--- config.mk ---
export PLATFORM = sky130hd
export DESIGN_NAME = ukt_cell
export DESIGN_NICKNAME = d
export VERILOG_FILES = /design/src/hw/rtl/ukt_pkg.sv /design/src/hw/rtl/ukt_cell.sv
export SDC_FILE = /design/constraint.sdc
export NUM_CORES = 1
export LEC_CHECK = 0
export BUFFER_PORTS_ARGS = -buffer_cell sky130_fd_sc_hd__buf_4
export CAP_MARGIN = 20
export CORE_MARGIN = 3
export CORE_UTILIZATION = 46
export DETAILED_ROUTE_END_ITERATION = 7
export PLACE_DENSITY_LB_ADDON = 0.25
export RECOVER_POWER = 25
export SETUP_SLACK_MARGIN = 0.15
export SLEW_MARGIN = 40
export SYNTH_ARGS = -nofsm -noshare
export SYNTH_HDL_FRONTEND = slang
export SYNTH_SLANG_ARGS = --single-unit
--- constraint.sdc ---
create_clock -name clk -period 8.5 [get_ports clk]
set_clock_uncertainty 0.1 [all_clocks]
set_input_delay 0.85 -clock clk [delete_from_list [all_inputs] [get_ports clk]]
set_output_delay 0.85 -clock clk [all_outputs]
set_load 0.01 [all_outputs]
--- src/hw/rtl/ukt_pkg.sv ---
// ----------------------------------------------------------------------------
// ukt_pkg
// Shared types, codes and sizes for the unordered key table.
// ----------------------------------------------------------------------------
package ukt_pkg;

  localparam int CAPACITY = 64;
  localparam int IDX_W    = (CAPACITY > 1) ? $clog2(CAPACITY) : 1;
  localparam int CNT_W    = $clog2(CAPACITY + 1);

  localparam logic [1:0] CMD_SEARCH = 2'd0;
  localparam logic [1:0] CMD_INSERT = 2'd1;
  localparam logic [1:0] CMD_REMOVE = 2'd2;

  localparam logic [2:0] STS_OK        = 3'd0;
  localparam logic [2:0] STS_NOT_FOUND = 3'd1;
  localparam logic [2:0] STS_DUPLICATE = 3'd2;
  localparam logic [2:0] STS_FULL      = 3'd3;
  localparam logic [2:0] STS_EMPTY     = 3'd4;

  typedef logic signed [31:0] word_t;
  typedef logic [IDX_W-1:0]   idx_t;
  typedef logic [CNT_W-1:0]   cnt_t;

  typedef struct packed {
    logic [1:0] command;
    word_t      key;
    word_t      entry_value;
  } ukt_in_t;

  typedef struct packed {
    logic [2:0] status;
    logic [5:0] position;
    word_t      found_value;
    logic [6:0] fill_count;
  } ukt_out_t;

  typedef struct packed {
    logic  cmp;
    logic  ins;
    logic  rem;
    cnt_t  count;
    idx_t  pos;
    word_t cmp_key;
    word_t wr_key;
    word_t wr_val;
  } ukt_cell_ctl_t;

  typedef enum logic [1:0] {
    UKT_IDLE,
    UKT_ENC,
    UKT_EXEC
  } ukt_state_t;

endpackage

--- src/hw/rtl/ukt_cell.sv ---
// ----------------------------------------------------------------------------
// ukt_cell
// One table slot: holds a key/value pair, compares against the request key,
// loads on insert and takes its upper neighbor's pair on remove.
// ----------------------------------------------------------------------------
module ukt_cell (
  input  logic                  clk,
  input  ukt_pkg::idx_t         cell_idx,
  input  ukt_pkg::ukt_cell_ctl_t ctl,
  input  ukt_pkg::word_t        nb_key,
  input  ukt_pkg::word_t        nb_val,
  output ukt_pkg::word_t        key_q,
  output ukt_pkg::word_t        val_q,
  output logic                  match_q
);
  import ukt_pkg::*;

  word_t key_r, key_nxt;
  word_t val_r, val_nxt;
  logic  match_r, match_nxt;
  cnt_t  idx_ext;

  assign idx_ext = cnt_t'(cell_idx);

  always_comb begin
    key_nxt   = key_r;
    val_nxt   = val_r;
    match_nxt = match_r;
    if (ctl.cmp) begin
      match_nxt = (key_r == ctl.cmp_key) && (idx_ext < ctl.count);
    end
    if (ctl.ins && (idx_ext == ctl.count)) begin
      key_nxt = ctl.wr_key;
      val_nxt = ctl.wr_val;
    end else if (ctl.rem && (cell_idx >= ctl.pos) && ((idx_ext + cnt_t'(1)) < ctl.count)) begin
      key_nxt = nb_key;
      val_nxt = nb_val;
    end
  end

  always_ff @(posedge clk) begin
    key_r   <= key_nxt;
    val_r   <= val_nxt;
    match_r <= match_nxt;
  end

  assign key_q   = key_r;
  assign val_q   = val_r;
  assign match_q = match_r;

endmodule

==> impl_results.md <==
- Status: completed
- Crit path time final: 2920 ps
- Fmax: 342 MHz
- WS Path Type: in2reg
- Leading register cell type out of synthesis: edfxtp_1
- GRT overflow: 0
- Post-synthesis instance total: 245
- Routed len/inst: 17.7 um
- Port bufs: 247
- Clock-pin transition on the worst setup and hold timing paths: 70 ps
- Met2 global-route usage: 41.8%
- Total track usage: 22.5%
- Initial antenna violation count: 0
- Die extent in y: 97.6 um
- Iter 0 DRT Violations: 87
- Count leader, synth: edfxtp_1
- GR Layer Usage met1: 22.8%
- Post-synthesis sequential area ratio: 50.6%
- Placed cell area: 0.00576 sq mm
- Syn Std Cell Area: 0.00386 sq mm
- Cell Rows: 32
- Number of synthesized flops with an enable pin: 65
- Clk_lat worst skew: 330 ps
- Worst path arrival time: 2850 ps
- Hold Path Depth: 1
- CP Data Required Time: 8430 ps
- # diodes: 0
- Avg Inst Size Synth: 15.7 sq um
- Reg2reg path depth: 4
- YS warnings: 0
- CTS Buf Count: 9
- DRT Pass-1 Iters: 4
- HPWL after DPL: 8840 um
- Final setup fails: 0
- Multi-input logic area: 0.00174 sq mm
- Hold-fix buffers, CTS: 0
- Synth-to-Final Area Change: 50.1%
- Leak pwr: 2.58 nW
- Global Route met3 Usage: 7.47%
- CTS tree: built
- Setup TNS: 0 ps
- IO Pins: 248
- Area of the die: 0.00952 sq mm
- Register bit total from synthesis: 65
- Post-CTS Setup Bufs: 0
- Gr busiest metal: met2
- Max-slew violations: 0
- Synth cell types: 29
- Post-synth top cells: edfxtp_1, mux2_4, xor2_1
- Vias/cell: 4.88
- Fin cells: 605
- CP Max Fanout: 34
- Min-Delay Path Class: in2reg
- # Max-Cap Violations: 0
- CTS resizes: 0
- Hold violation count in the final report: 0
- Core ar.: 0.00793 sq mm
- Worst rel slew slack: 46.9%
- WL final: 10700 um
- RSZ-0062 raised after global routing: no
- Final Cycle Share: 34.4%
- Routability cong.: 0.855
- Ys async rst share: 0%
- H-Tree Depth: 3
- DRC: 0
- Via count: 2951
- Fin nets: 701
- Area leader, netlist: edfxtp_1
- Worst hold slack: 637 ps
- Largest net degree at the start of global routing: 65
- Starting Density: 48.7%
- Routed Antenna Nets: 0
- Layout fillers: 563
- Clock Sinks: 65
- Vias in the first global route: 3291
- First-pass GRT wire length: 16500 um
- Syn_nets: 448
- CP Capture Type: flip-flop
- Post-synth top area share: 50.6%
- Register area: 0.00195 sq mm
- CTS Buffer Depth: 2
- Layout cells sized above 1: 53.7%
- PwrDens: 153 mW/mm^2
- Finished Cell Area: 0.00579 sq mm
- Clock root cell: clkbuf_8
- Peak supply drop: 109 uV
- Placed cell count: 589
- Die Wd: 97.6 um
- Largest cells by area after synthesis: edfxtp_1, mux2_4, xor2_1
- Worst-margin pin slew: 797 ps
- Total power: 0.887 mW
- Worst setup SP type: input pin
[layout by cell type, fill, tap and decap left out, types with 3 or more instances in the layout]
cell,instances
a21oi_1,3
mux2_4,49
buf_4,199
nor4_1,9
nand4_1,3
inv_1,13
xor2_1,33
nand3_1,3
mux2_1,15
xnor2_1,3
clkbuf_1,48
clkbuf_8,9
edfxtp_1,65
ha_1,20
[cell families (layout without fill, tap and decap cells)]
family / Yosys count / in the layout / synth area share (%)
buffers and inverters: 21 / 279 / 4.54
and+or+nand+nor: 25 / 25 / 4.28
AOI/OAI and AO/OA: 14 / 14 / 2.50
adders and majority gates: 20 / 20 / 6.49
muxes: 64 / 64 / 23.4
xor gates and xnor gates: 36 / 36 / 8.17
DFF: 65 / 65 / 50.6
[where the power goes]
part | leakage [nW] | total (mW) | internal, mW | switching [mW]
Sequential | 0.603 | 0.409 | 0.393 | 0.0155
Combinational | 1.87 | 0.197 | 0.113 | 0.0841
Clock | 0.108 | 0.282 | 0.164 | 0.118
Total | 2.58 | 0.887 | 0.670 | 0.218
[worst paths after layout]
check	slack, ps	from	to
worst max-delay path	5580	cell_idx[0]	key_q[11]
worst min-delay path	640	ctl[111]	match_q
worst max register to register	6860	key_q[24]	match_q
worst min register to register	760	key_q[7]	match_q
[per-stage QoR]
step | worst slack [ps] | utilization (%)
after floorplan | 4650 | -
final | 5580 | 73.1
after detailed placement | 5220 | 72.6
after global placement | 5230 | 72.3
after global routing | 5500 | 73.1
after CTS | 5580 | 75.3
[cell type report]
type / count / area share [%]
sequential: 65 / 33.7
tap: 102 / 2.20
timing repair buffer: 249 / 29.5
inverter: 14 / 0.907
clock inverter: 6 / 1.43
multi-input combinational: 159 / 30.0
clock buffer: 10 / 2.20
[registers in the layout (all words and copies together) (netlist names)]
| name | cells |
|---|---|
| key_q | 32 |
| val_q | 32 |
| match_q | 1 |
[critical path, stage by stage]
cell	delay [ps]
buf_4	130
ha_1	230
and3_1	160
ha_1	290
a211oi_1	360
a31o_4	550
buf_12	270
[routing by layer]
| layer | part of all wire, % | vias to the layer above |
|---|---|---|
| met5 | 0 | - |
| met4 | 3.2 | 0 |
| met3 | 8.3 | 25 |
| met2 | 55 | 146 |
| met1 | 34 | 1352 |
| li1 | - | 1428 |
No activity file was read; power rests on OpenSTA's default activity.
